**src/hw/rtl/rfg_pkg.sv**
```systemverilog
// ----------------------------------------------------------------------------
// rfg_pkg
// Shared types and constants for the fraction reduction block.
// ----------------------------------------------------------------------------
`default_nettype none

package rfg_pkg;

    // default operand width
    localparam int RFG_DATA_WIDTH = 31;

    // sequencer states
    typedef enum logic [2:0] {
        S_IDLE,
        S_TWOS,
        S_REDUCE,
        S_SCALE,
        S_DIV_NUM,
        S_DIV_DEN,
        S_DONE
    } t_state;

    // top level to core
    typedef struct packed {
        logic start;
        logic take;
    } t_ctl;

    // core to top level
    typedef struct packed {
        logic idle;
        logic done;
    } t_sts;

endpackage

`default_nettype wire

```
**src/hw/rtl/reduce_fraction_by_gcd.sv**
```systemverilog
// Sequence: a word with a zero operand goes straight to done; any other word passes
// through binary gcd steps, power-of-two scaling and two DATA_WIDTH-step divisions,
// then into the output register.
// Throughput: one word at a time; the gcd subtract steps and the division steps share
// one subtractor, and the next word is taken once the current one has left the core.
// Reset: synchronous, active low; sequencer returns to idle, output empty.
`default_nettype none

// ----------------------------------------------------------------------------
// reduce_fraction_by_gcd
// Reduces a fraction to lowest terms and returns the gcd; zero operands are
// flagged and passed through.
// ----------------------------------------------------------------------------
module reduce_fraction_by_gcd #(
    parameter int DATA_WIDTH = rfg_pkg::RFG_DATA_WIDTH
) (
    input  wire logic                  i_clk,
    input  wire logic                  i_rst_n,
    input  wire logic                  i_valid,
    output logic                       o_stall,
    input  wire logic [DATA_WIDTH-1:0] i_numerator_in,
    input  wire logic [DATA_WIDTH-1:0] i_denominator_in,
    output logic                       o_valid,
    input  wire logic                  i_stall,
    output logic      [DATA_WIDTH-1:0] o_numerator_out,
    output logic      [DATA_WIDTH-1:0] o_denominator_out,
    output logic      [DATA_WIDTH-1:0] o_common_divisor,
    output logic                       o_zero_error
);
    import rfg_pkg::*;

    t_ctl                  ctl;
    t_sts                  sts;
    logic [DATA_WIDTH-1:0] core_num, core_den, core_gcd;
    logic                  core_err;
    logic                  r_vld, n_vld;
    logic [DATA_WIDTH-1:0] r_num, r_den, r_gcd;
    logic                  r_err;

    // word handoff between core and output register
    assign ctl.start = i_valid && sts.idle;
    assign ctl.take  = sts.done && (!r_vld || !i_stall);
    assign o_stall   = !sts.idle;

    rfg_core #(.DATA_WIDTH(DATA_WIDTH)) u_core (
        .i_clk   (i_clk),
        .i_rst_n (i_rst_n),
        .i_ctl   (ctl),
        .o_sts   (sts),
        .i_num   (i_numerator_in),
        .i_den   (i_denominator_in),
        .o_num   (core_num),
        .o_den   (core_den),
        .o_gcd   (core_gcd),
        .o_err   (core_err)
    );

    // output valid
    always_comb begin
        n_vld = r_vld;
        if (ctl.take) begin
            n_vld = 1'b1;
        end else if (!i_stall) begin
            n_vld = 1'b0;
        end
    end

    // output register
    always_ff @(posedge i_clk) begin
        if (!i_rst_n) begin
            r_vld <= 1'b0;
        end else begin
            r_vld <= n_vld;
        end
        if (ctl.take) begin
            r_num <= core_num;
            r_den <= core_den;
            r_gcd <= core_gcd;
            r_err <= core_err;
        end
    end

    assign o_valid           = r_vld;
    assign o_numerator_out   = r_num;
    assign o_denominator_out = r_den;
    assign o_common_divisor  = r_gcd;
    assign o_zero_error      = r_err;

endmodule

`default_nettype wire

```
**src/hw/rtl/rfg_sub.sv**
```systemverilog
// ----------------------------------------------------------------------------
// rfg_sub
// Shared subtract and compare unit, used by both the gcd and the divider steps.
// ----------------------------------------------------------------------------
`default_nettype none

module rfg_sub #(
    parameter int DATA_WIDTH = rfg_pkg::RFG_DATA_WIDTH
) (
    input  wire logic [DATA_WIDTH:0] i_x,
    input  wire logic [DATA_WIDTH:0] i_y,
    output logic      [DATA_WIDTH:0] o_diff,
    output logic                     o_borrow
);

    // x - y with borrow out, borrow set when x < y
    assign {o_borrow, o_diff} = {1'b0, i_x} - {1'b0, i_y};

endmodule

`default_nettype wire

```
**src/hw/rtl/rfg_core.sv**
```systemverilog
// ----------------------------------------------------------------------------
// rfg_core
// Sequencer: binary gcd, scale by common powers of two, then two restoring
// divisions by the gcd; the gcd and the divisions share one subtractor.
// ----------------------------------------------------------------------------
`default_nettype none

module rfg_core #(
    parameter int DATA_WIDTH = rfg_pkg::RFG_DATA_WIDTH
) (
    input  wire logic                    i_clk,
    input  wire logic                    i_rst_n,
    input  wire rfg_pkg::t_ctl           i_ctl,
    output rfg_pkg::t_sts                o_sts,
    input  wire logic [DATA_WIDTH-1:0]   i_num,
    input  wire logic [DATA_WIDTH-1:0]   i_den,
    output logic      [DATA_WIDTH-1:0]   o_num,
    output logic      [DATA_WIDTH-1:0]   o_den,
    output logic      [DATA_WIDTH-1:0]   o_gcd,
    output logic                         o_err
);
    import rfg_pkg::*;

    localparam int KW = $clog2(DATA_WIDTH + 1);
    localparam logic [KW-1:0] LAST_STEP = KW'(DATA_WIDTH - 1);

    t_state                r_state, n_state;
    logic [DATA_WIDTH-1:0] r_a, n_a;
    logic [DATA_WIDTH-1:0] r_b, n_b;
    logic [DATA_WIDTH-1:0] r_g, n_g;
    logic [DATA_WIDTH-1:0] r_num, n_num;
    logic [DATA_WIDTH-1:0] r_den, n_den;
    logic                  r_err, n_err;
    logic [KW-1:0]         r_k, n_k;
    logic [KW-1:0]         r_cnt, n_cnt;

    logic [DATA_WIDTH:0]   sub_x, sub_y, sub_diff;
    logic                  sub_borrow;
    logic [DATA_WIDTH-1:0] q_next;
    logic [DATA_WIDTH-1:0] rem_next;

    // operand select for the shared subtractor
    always_comb begin
        if (r_state == S_REDUCE) begin
            sub_x = {1'b0, r_a};
            sub_y = {1'b0, r_b};
        end else begin
            sub_x = {r_b, r_a[DATA_WIDTH-1]};
            sub_y = {1'b0, r_g};
        end
    end

    rfg_sub #(.DATA_WIDTH(DATA_WIDTH)) u_sub (
        .i_x      (sub_x),
        .i_y      (sub_y),
        .o_diff   (sub_diff),
        .o_borrow (sub_borrow)
    );

    // one restoring division step: shift in dividend bit, trial subtract
    assign q_next   = {r_a[DATA_WIDTH-2:0], ~sub_borrow};
    assign rem_next = sub_borrow ? sub_x[DATA_WIDTH-1:0] : sub_diff[DATA_WIDTH-1:0];

    // state register and datapath registers
    always_ff @(posedge i_clk) begin
        if (!i_rst_n) begin
            r_state <= S_IDLE;
        end else begin
            r_state <= n_state;
        end
        r_a   <= n_a;
        r_b   <= n_b;
        r_g   <= n_g;
        r_num <= n_num;
        r_den <= n_den;
        r_err <= n_err;
        r_k   <= n_k;
        r_cnt <= n_cnt;
    end

    // next state and datapath
    always_comb begin
        n_state = r_state;
        n_a     = r_a;
        n_b     = r_b;
        n_g     = r_g;
        n_num   = r_num;
        n_den   = r_den;
        n_err   = r_err;
        n_k     = r_k;
        n_cnt   = r_cnt;
        unique case (r_state)
            S_IDLE: begin
                if (i_ctl.start) begin
                    n_num = i_num;
                    n_den = i_den;
                    n_a   = i_num;
                    n_b   = i_den;
                    n_k   = '0;
                    n_g   = '0;
                    if (i_num == '0 || i_den == '0) begin
                        n_err   = 1'b1;
                        n_state = S_DONE;
                    end else begin
                        n_err   = 1'b0;
                        n_state = S_TWOS;
                    end
                end
            end
            // strip common factors of two
            S_TWOS: begin
                if (r_a[0] || r_b[0]) begin
                    n_state = S_REDUCE;
                end else begin
                    n_a = r_a >> 1;
                    n_b = r_b >> 1;
                    n_k = r_k + 1'b1;
                end
            end
            // binary gcd on the odd part, one shift, swap or subtract a cycle
            S_REDUCE: begin
                if (r_a == '0) begin
                    n_state = S_SCALE;
                end else if (!r_a[0]) begin
                    n_a = r_a >> 1;
                end else if (!r_b[0]) begin
                    n_b = r_b >> 1;
                end else if (sub_borrow) begin
                    n_a = r_b;
                    n_b = r_a;
                end else begin
                    n_a = sub_diff[DATA_WIDTH-1:0];
                end
            end
            // restore the powers of two, then set up the first division
            S_SCALE: begin
                if (r_k == '0) begin
                    n_g     = r_b;
                    n_a     = r_num;
                    n_b     = '0;
                    n_cnt   = '0;
                    n_state = S_DIV_NUM;
                end else begin
                    n_b = r_b << 1;
                    n_k = r_k - 1'b1;
                end
            end
            S_DIV_NUM: begin
                n_a   = q_next;
                n_b   = rem_next;
                n_cnt = r_cnt + 1'b1;
                if (r_cnt == LAST_STEP) begin
                    n_num   = q_next;
                    n_a     = r_den;
                    n_b     = '0;
                    n_cnt   = '0;
                    n_state = S_DIV_DEN;
                end
            end
            S_DIV_DEN: begin
                n_a   = q_next;
                n_b   = rem_next;
                n_cnt = r_cnt + 1'b1;
                if (r_cnt == LAST_STEP) begin
                    n_den   = q_next;
                    n_state = S_DONE;
                end
            end
            S_DONE: begin
                if (i_ctl.take) begin
                    n_state = S_IDLE;
                end
            end
            default: begin
                n_state = S_IDLE;
            end
        endcase
    end

    assign o_sts.idle = (r_state == S_IDLE);
    assign o_sts.done = (r_state == S_DONE);
    assign o_num      = r_num;
    assign o_den      = r_den;
    assign o_gcd      = r_g;
    assign o_err      = r_err;

endmodule

`default_nettype wire

```
**config.mk**
```make
export PLATFORM = sky130hd
export DESIGN_NAME = reduce_fraction_by_gcd
export DESIGN_NICKNAME = d
export VERILOG_FILES = /design/src/hw/rtl/rfg_pkg.sv /design/src/hw/rtl/reduce_fraction_by_gcd.sv /design/src/hw/rtl/rfg_sub.sv /design/src/hw/rtl/rfg_core.sv
export SDC_FILE = /design/constraint.sdc
export NUM_CORES = 1
export LEC_CHECK = 0
export ABC_AREA = 1
export BUFFER_PORTS_ARGS = -buffer_cell sky130_fd_sc_hd__buf_4
export CORE_ASPECT_RATIO = 1.75
export CORE_UTILIZATION = 30
export CTS_CLUSTER_DIAMETER = 200
export DETAILED_ROUTE_END_ITERATION = 8
export GPL_TIMING_DRIVEN = 0
export PLACE_DENSITY = 0.5
export SYNTH_ARGS = -nofsm -noshare
export SYNTH_HDL_FRONTEND = slang
export SYNTH_SLANG_ARGS = --single-unit
```
**constraint.sdc**
```tcl
create_clock -name i_clk -period 7.2 [get_ports i_clk]
set_input_delay 0.36 -clock i_clk [delete_from_list [all_inputs] [get_ports i_clk]]
set_output_delay 0.36 -clock i_clk [all_outputs]
set_load 0.01 [all_outputs]
```
### Word level (Yosys, flattened, before mapping)

Index checks and enable logic that the tools add are counted.

| storage, ports and cells | value |
|---|---|
| input bits | 66 |
| register bits | 264 |
| output and inout bits | 96 |
| word-level logic and storage cells | 118 |

| cells by class | value |
|---|---|
| reductions and logical operators | 30 |
| $add $sub $neg | 4 |
| bitwise gates (word level) | 1 |
| eq/ne operators | 21 |
| muxes and demuxes | 46 |

Operators by type and width:

| kind | count |
|---|---|
| $mux 31 | 21 |
| $pmux 31 s6 | 2 |
| $pmux 31 s2 | 3 |
| $logic_not 31->1 | 3 |
| $sub 32x31->33 | 1 |
| $mux 32 | 1 |
| $pmux 5 s3 | 2 |
| $mux 5 | 5 |
| $mux 3 | 8 |
| $pmux 3 s7 | 1 |
| $ne 2x1->1 const B | 6 |
| $ne 2x2->1 const B | 6 |
| $reduce_and 6->1 | 2 |
| $add 5x1->5 const B | 2 |
| $reduce_and 5->1 | 2 |
| $eq 3x3->1 const B | 3 |
| $reduce_and 3->1 | 3 |
| $reduce_and 7->1 | 1 |
| $eq 3x2->1 const B | 2 |
| $ne 3x3->1 const B | 2 |
| $reduce_bool 2->1 | 3 |
| $reduce_bool 3->1 | 2 |
| $reduce_bool 6->1 | 1 |
| $eq 5x5->1 const B | 1 |
| other kinds (11) | 19 |

### Logic depth before layout (Yosys ltp)

Gate-level depths: netlist of the first run.

| depth | value |
|---|---|
| depth after elaboration | 8 |
| gate-level depth with buffers | 27 |
| gate-level depth less buffers | 21 |

### Hierarchy

A second synthesis of the first run with hierarchy kept.

| second synthesis, totals | value |
|---|---|
| cells, all modules | 2086 |
| area total of the unflattened synthesis | 16286.9 sq um |

By module, submodules not included:

| module | instances | seq. area each (sq um) | area an instance (sq um) | cells each |
|---|---|---|---|---|
| rfg_core | 1 | 5044.8 | 10796.6 | 1433 |
| reduce_fraction_by_gcd | 1 | 2842.7 | 2879.0 | 103 |
| rfg_sub | 1 | 0.0 | 2611.3 | 550 |

### Worst setup path after synthesis of the first run

No wires, ideal clock.

| timing | value |
|---|---|
| path type | register to register |
| start | register u_core.r_state[2] |
| end | register u_core.r_b[10], enable pin |
| path slack | 1.427 ns |
| stages on the path, launching flop included | 25 |
| path buffers | 7 |
| period minus slack after synthesis | 5.773 ns |
| arrival | 5.310 ns |
| required time | 6.737 ns |
| setup time | 0.463 ns |
| cell sequence | dfxtp_1 > buf_4 > inv_2 > nand3_4 > buf_4 > buf_2 > buf_2 > nor2_1 > inv_1 > buf_2 > o21ai_0 > ha_1 > inv_1 > fa_1 > nand3_2 > nand2_2 > nand2_1 > nand2_2 > nand2_2 > nand2_4 > nand2_4 > nand2_4 > buf_6 > buf_6 > a21boi_0 |

| between the ends | value |
|---|---|
| longest elaborated chain between the ends | 5 |
| elaborated cells between the ends (all ways) | 17 |
| classes of those cells | add/sub (1); eq/ne (10); mux (2); reduce/logical (4) |

RTL lines:

| element | line | text |
|---|---|---|
| from (decl) | rfg_core.sv:27 | `t_state r_state, n_state;` |
| from (signal assigned) | rfg_core.sv:69 | `r_state <= n_state;` |
| $eq 3x2->1 | rfg_core.sv:44, rfg_core.sv:92 |  |
| $mux 32 or $mux 31 (tied branches) | rfg_core.sv:44 | `if (r_state == S_REDUCE) begin` |
| $sub 32x31->33 | rfg_sub.sv:17 | `assign {o_borrow, o_diff} = {1'b0, i_x} - {1'b0, i_y};` |
| $ne 3x3->1 (no line) | -- |  |
| $reduce_and 6->1 (no line) * | -- |  |
| to (signal assigned) | rfg_core.sv:72 | `r_b <= n_b;` |
| to (decl) | rfg_core.sv:29 | `logic [DATA_WIDTH-1:0] r_b, n_b;` |

Every way passes the cells marked *; elsewhere a longest branch is shown, timed or not.
A chain may end at the register's enable or synchronous reset.

### Worst setup path in the final report of the first run

| timing | value |
|---|---|
| start | register u_core.r_state[1] |
| end | register u_core.r_b[29], enable pin |

The elaborated chain is that of the path after synthesis.

==> results.sh, run 1 <==
export IMPL_status="complete, no violations"
export IMPL_synth_ff_type="edfxtp_1"
export IMPL_rows=112
export IMPL_wl_mm=70.7
export IMPL_startpoint="u_core.r_state[1]$_SDFFE_PN0P_"
export IMPL_place_congestion=0.950
export IMPL_path_buf_inv=9
export IMPL_end_kind="flip-flop"
export IMPL_yosys_register_bits=264
export IMPL_reg2reg_from="u_core.r_state[1]$_SDFFE_PN0P_"
export IMPL_worstPathRequired_ps=7480
export IMPL_via_per_inst=5.31
export IMPL_dieArea_um2=54700
export IMPL_crit_slowest_cell="clkbuf_1"
export IMPL_period_needed_ps=5590
export IMPL_grt_max_degree=36
export IMPL_portBuffers=161
export IMPL_synthArstFlopShare_pct=0
export IMPL_root_buffer="clkbuf_16"
export IMPL_cts_tree="done"
export IMPL_synth_most_common_cell="nand2_1"
export IMPL_maxSlewHeadroom_pct=18.0
export IMPL_cts_htree_levels=1
export IMPL_drc=0
export IMPL_crit_family="buffers and inverters"
export IMPL_insertion_delay_ps=580
export IMPL_crit_path_max_fanout=18
export IMPL_dr_pass1_iters=5
export IMPL_clk_pin_slew_worst_paths_ps=70
export IMPL_syn_num_nets=2089
export IMPL_hold_class="input pin to flip-flop"
export IMPL_wl_per_cell_um=24.4
export IMPL_multi_input_area_um2=7060
export IMPL_final_period_utilization_pct=77.7
export IMPL_synth_area_um2=16100
export IMPL_antenna_found_initial=0
export IMPL_setup_violations=0
export IMPL_cp_arrival_ps=5880
export IMPL_via_count=15360
export IMPL_drtIter0Drc=1471
export IMPL_syn_inst=1986
export IMPL_place_area_um2=18500
export IMPL_synth_edf_count=260
export IMPL_grt_pass1_wl_mm=101
export IMPL_pin_count=162
export IMPL_grt_pass1_vias=15115
export IMPL_worst_slew_pin_slew_ps=1220
export IMPL_max_freq_mhz=179
export IMPL_antennaDiodeCount=0
export IMPL_start_util_pct=30.3
export IMPL_path_class="flip-flop to flip-flop"
export IMPL_worst_r2r_setup_slack_ps=1610
export IMPL_timing_final_hold_violations=0
export IMPL_gr_total_overflow=0
export IMPL_yosysWarnings=0
export IMPL_cts_hold_buf=0
export IMPL_drv_slew=0
export IMPL_startpoint_type="flip-flop"
export IMPL_fin_nets=2290
export IMPL_synth_top_cell_by_area="edfxtp_1"
export IMPL_rsz0062_at_grt="false"
export IMPL_area_growth_pct=20.5
export IMPL_fin_area_um2=19400
export IMPL_cts_sinks=264
export IMPL_layout_drive_gt1_share_pct=13.9
export IMPL_cts_buffers=27
export IMPL_synth_common_cells="540 x nand2_1, 260 x edfxtp_1, 203 x nor2_1, 202 x inv_1, 163 x a21oi_1"
export IMPL_cpPeakStageDelay_ps=630
export IMPL_synth_top_area_share_pct=48.4
export IMPL_ant_nets=0
export IMPL_seqCellArea_um2=7890
export IMPL_cts_resized=0
export IMPL_hp_start="i_denominator_in[27]"
export IMPL_groute_usage_overall_pct=25.4
export IMPL_dp_hpwl_mm=57.6
export IMPL_synth_cell_type_count=48
export IMPL_skew_ps=29.7
export IMPL_ys_seq_area_share_pct=48.9
export IMPL_dieHeight_um=309
export IMPL_avgSynthCellArea_um2=8.12
export IMPL_dieWidth_um=177
export IMPL_postCtsSetupBuffers=0
export IMPL_cts_path_max_buffers=3
export IMPL_path_cells="buf_4 > nand2_4 > nor2_8 > buf_6 > clkbuf_1 > clkbuf_1 > o21ai_0 > ha_1 > a21oi_1 > inv_1 > a21oi_1 > inv_1 > a21oi_1 > nor2_1 > nor2_1 > nand2_4 > buf_6 > buf_6 > a21boi_4 > buf_16"
export IMPL_setup_tns_ps=0
export IMPL_synth_area_leaders="edfxtp_1 48%, nand2_1 13%, a21oi_1 5.1%"
export IMPL_core_area_um2=53300
export IMPL_timing_max_cap_violations=0
export IMPL_fillers=5647
export IMPL_whs_ps=74.1
==> worst register-to-register path: cells and delay by family (launching register included) <==
kind | cells | cell delay (ps)
flip-flops | 1 | 460
buffers and inverters | 9 | 2410
AND/OR/NAND/NOR | 5 | 690
AO/OA/AOI/OAI | 5 | 1310
adder cells (fa/ha/maj) | 1 | 410
==> logic make-up after synthesis <==
kind of cell | count (synthesis) | share of synthesized area [%]
compound gates | 398 | 13.8
xor+xnor | 19 | 1.03
fa+ha+maj | 37 | 2.96
buf+inv | 302 | 7.66
flops | 264 | 48.9
simple gates | 966 | 25.6
==> final timing paths <==
kind | endpoint | cells past startpoint
setup reg to reg | u_core.r_b[29]$_DFFE_PP_ | 20
hold / removal | u_core.o_den[27]$_DFFE_PP_ | 3
setup / recovery | u_core.r_b[29]$_DFFE_PP_ | 20
hold reg to reg | o_denominator_out[8]$_DFFE_PP_ | 0
==> routing by layer <==
| metal | wire [um] | up-vias | track usage, % |
|---|---|---|---|
| met1 | 26800 | 7346 | 29.2 |
| met5 | 0 | - | 0 |
| met4 | 4030 | 0 | 13.7 |
| met2 | 36100 | 696 | 46.4 |
| li1 | - | 7162 | - |
| met3 | 3750 | 156 | 1.89 |
==> stage by stage <==
stage | util, % | std cells | setup WS (ps)
finish | 36.5 | 2891 | 1610
CTS | 36.5 | 2891 | 1590
detailed placement | 34.7 | 2842 | 1630
global route | 36.5 | 2891 | 1310
global placement | 34.2 | 2831 | -1590
floorplan | - | 1986 | 1430
==> state kept, by name, summed over array words and instances, names as in the netlist <==
name and count:
u_core.o_num 31, u_core.o_err 1, o_numerator_out 31, u_core.r_state 3, o_zero_error 1, o_valid 1, o_denominator_out 31, u_core.o_gcd 31
u_core.r_a 31, u_core.r_k 5, u_core.r_b 31, u_core.r_cnt 5, o_common_divisor 31, u_core.o_den 31
==> area by class of cell <==
type                    count  area share [%]
flip-flops and latches    264            40.6
multi-input cells        1420            36.3
repair buffers            172            7.33
well taps                 684            4.41
inverters                 213            4.12
clock buffers              30            3.54
plain buffers              89            2.24
clock inverters            19            1.44
==> cells in the final DEF, fill, tap and decap left out, types with 34 or more instances in the layout <==
cell type,count
clkbuf_1,61
nor2_1,201
buf_4,167
nand2_1,540
o21ai_0,153
edfxtp_1,260
inv_1,202
nand4_1,34
a21oi_1,163
ha_1,35
nand3_1,111
Power of run 1 is not shown: default switching activity piles up to over one toggle a cycle in this logic, so the estimate is an artifact.
==> run 2, diff against run 1 <==
Clock period 7.2 ns to 5.3 ns, I/O delays scaled along.
==> run 2 against run 1 <==
Non-clock buffer count up 13. Setup slack got worse by 1400 ps. Design area grew 0.25%. Core utilization grew 0.092 points. Register-to-register slack worse by 1400 ps. Clock skew shrank 3.3 ps. Fmax increased by 9.4%. Largest cell class unchanged. Clock-buffer cell count rose by 1. Global-route usage grew 0.21 points. Critical path depth up 3. Highest routed layer unchanged. Routed wire length rose by 0.34%. Sequential share of layout area shrank 0.10 points.
==> results.sh, run 2 (same netlist as run 1, synthesis figures left out) <==
export IMPL_via_count=15449
export IMPL_dieArea_um2=54700
export IMPL_clk_pin_slew_worst_paths_ps=70
export IMPL_start_util_pct=30.3
export IMPL_core_area_um2=53300
export IMPL_insertion_delay_ps=580
export IMPL_ant_nets=0
export IMPL_area_growth_pct=20.8
export IMPL_hold_end="u_core.o_num[4]$_DFFE_PP_"
export IMPL_drv_slew=0
export IMPL_worst_slew_pin_slew_ps=1260
export IMPL_dp_hpwl_mm=57.4
export IMPL_crit_slowest_cell="nor2_1"
export IMPL_final_period_utilization_pct=96.4
export IMPL_period_needed_ps=5110
export IMPL_groute_usage_overall_pct=25.7
export IMPL_path_cells="buf_4 > inv_2 > nand3_4 > buf_4 > nor2_1 > inv_1 > clkbuf_1 > nand2_1 > ha_1 > inv_1 > fa_1 > nand3_2 > nand2_2 > nand2_1 > nand2_2 > nand2_2 > nand2_4 > nand2_4 > nand2_4 > buf_6 > buf_6 > a21boi_4 > buf_16"
export IMPL_pin_count=162
export IMPL_drc=0
export IMPL_fin_nets=2302
export IMPL_end_kind="flip-flop"
export IMPL_layout_drive_gt1_share_pct=13.9
export IMPL_path_class="flip-flop to flip-flop"
export IMPL_rows=112
export IMPL_maxSlewHeadroom_pct=15.9
export IMPL_startpoint_type="flip-flop"
export IMPL_max_freq_mhz=196
export IMPL_portBuffers=161
export IMPL_cp_arrival_ps=5370
export IMPL_place_congestion=0.950
export IMPL_r2r_end="u_core.r_b[29]$_DFFE_PP_"
export IMPL_reg2regPathDepth=23
export IMPL_hold_class="input pin to flip-flop"
export IMPL_grt_pass1_vias=15284
export IMPL_whs_path_depth=3
export IMPL_timing_max_cap_violations=0
export IMPL_antennaDiodeCount=0
export IMPL_setup_violations=0
export IMPL_cpPeakStageDelay_ps=610
export IMPL_worstPathRequired_ps=5560
export IMPL_drtIter0Drc=1315
export IMPL_reg2reg_from="u_core.r_state[2]$_SDFFE_PN0P_"
export IMPL_via_per_inst=5.32
export IMPL_dr_pass1_iters=6
export IMPL_wl_mm=70.9
export IMPL_setup_tns_ps=0
export IMPL_final_common_cell="nand2_1"
export IMPL_final_cell_mix="540 x nand2_1, 260 x edfxtp_1, 202 x inv_1"
export IMPL_dieWidth_um=177
export IMPL_cts_buffers=26
export IMPL_gr_total_overflow=0
export IMPL_antenna_found_initial=0
export IMPL_cts_htree_levels=1
export IMPL_grt_pass1_wl_mm=101
export IMPL_crit_path_max_fanout=18
export IMPL_root_buffer="clkbuf_16"
export IMPL_rsz0062_at_grt="false"
export IMPL_status="complete, no violations"
export IMPL_wl_per_cell_um=24.4
export IMPL_grt_max_degree=36
export IMPL_cts_path_max_buffers=3
export IMPL_timing_final_hold_violations=0
export IMPL_cts_tree="done"
export IMPL_cts_sinks=264
export IMPL_skew_ps=26.4
export IMPL_dieHeight_um=309
export IMPL_hp_start="i_numerator_in[4]"
export IMPL_worst_r2r_setup_slack_ps=190
export IMPL_whs_ps=21.6
[run 2: changes by cell type in the layout (fill, tap and decap cells not counted), sizes merged]
cell,previous run,this run
buf,203,204
bufinv,7,3
clkbuf,88,89
clkinv,9,10
clkinvlp,1,3
dlygate4sd3,0,12
inv,215,213
[run 2: how the worst max path moves through the flow]
| stage | startpoint | endpoint | slack [ps] | depth (start not counted) |
|---|---|---|---|---|
| finish | u_core.r_state[2]$_SDFFE_PN0P_ | u_core.r_b[29]$_DFFE_PP_ | 190 | 23 |
| global route | u_core.r_state[2]$_SDFFE_PN0P_ | u_core.r_b[29]$_DFFE_PP_ | 100 | 22 |
| CTS | u_core.r_state[2]$_SDFFE_PN0P_ | u_core.r_b[28]$_DFFE_PP_ | 110 | 25 |
| detailed placement | u_core.r_state[1]$_SDFFE_PN0P_ | u_core.r_b[29]$_DFFE_PP_ | -520 | 20 |
| global placement | u_core.r_state[0]$_SDFFE_PN0P_ | u_core.o_gcd[27]$_SDFFCE_PN0P_ | -3290 | 7 |
| floorplan | u_core.r_state[2]$_SDFFE_PN0P_ | u_core.r_b[10]$_DFFE_PP_ | 350 | 24 |
[run 2: metrics by stage]
stage	instances	utilization [%]	area (um^2)	setup slack, ps
6_report	2902	36.6	19500	189
5_1_grt	2902	36.6	19500	104
4_1_cts	2902	36.6	19500	114
3_5_place_dp	2843	34.7	18500	-523
3_3_place_gp	2831	34.2	18200	-3290
2_1_floorplan	1986	-	16100	353
[run 2: layout make-up]
type	instances	area [um^2]
Tap cell	684	856
Inverter	213	800
Fill cell	5621	33800
Clock inverter	16	173
Timing Repair Buffer	186	1570
Buffer	88	437
Clock buffer	31	691
Sequential cell	264	7890
Multi-Input combinational cell	1420	7060
[run 2: repair_timing]
action | CTS | global route
setup buffers | 1 | 0
endpoints found under the hold margin | 12 | 0
cloned | 0 | 0
pin swaps | 1 | 0
gates resized for setup | 1 | 5
setup endpoints to repair | 57 | 54
hold buffers | 12 | 0
[run 2: layer usage]
layer	share of wire [%]	GRT usage (%)
met5	0	0
met2	51	45.9
met4	6.7	16.0
met3	5.4	2.20
met1	37	29.2
[run 2: critical path, delay by kind of cell, from the launching register on]
kind            cells  cell delay [ps]
buf+inv             9             1730
flops               1              300
fa+ha+maj           2              650
simple gates       11             1790
compound gates      1              260
Power of run 2 is left out for the same reason.
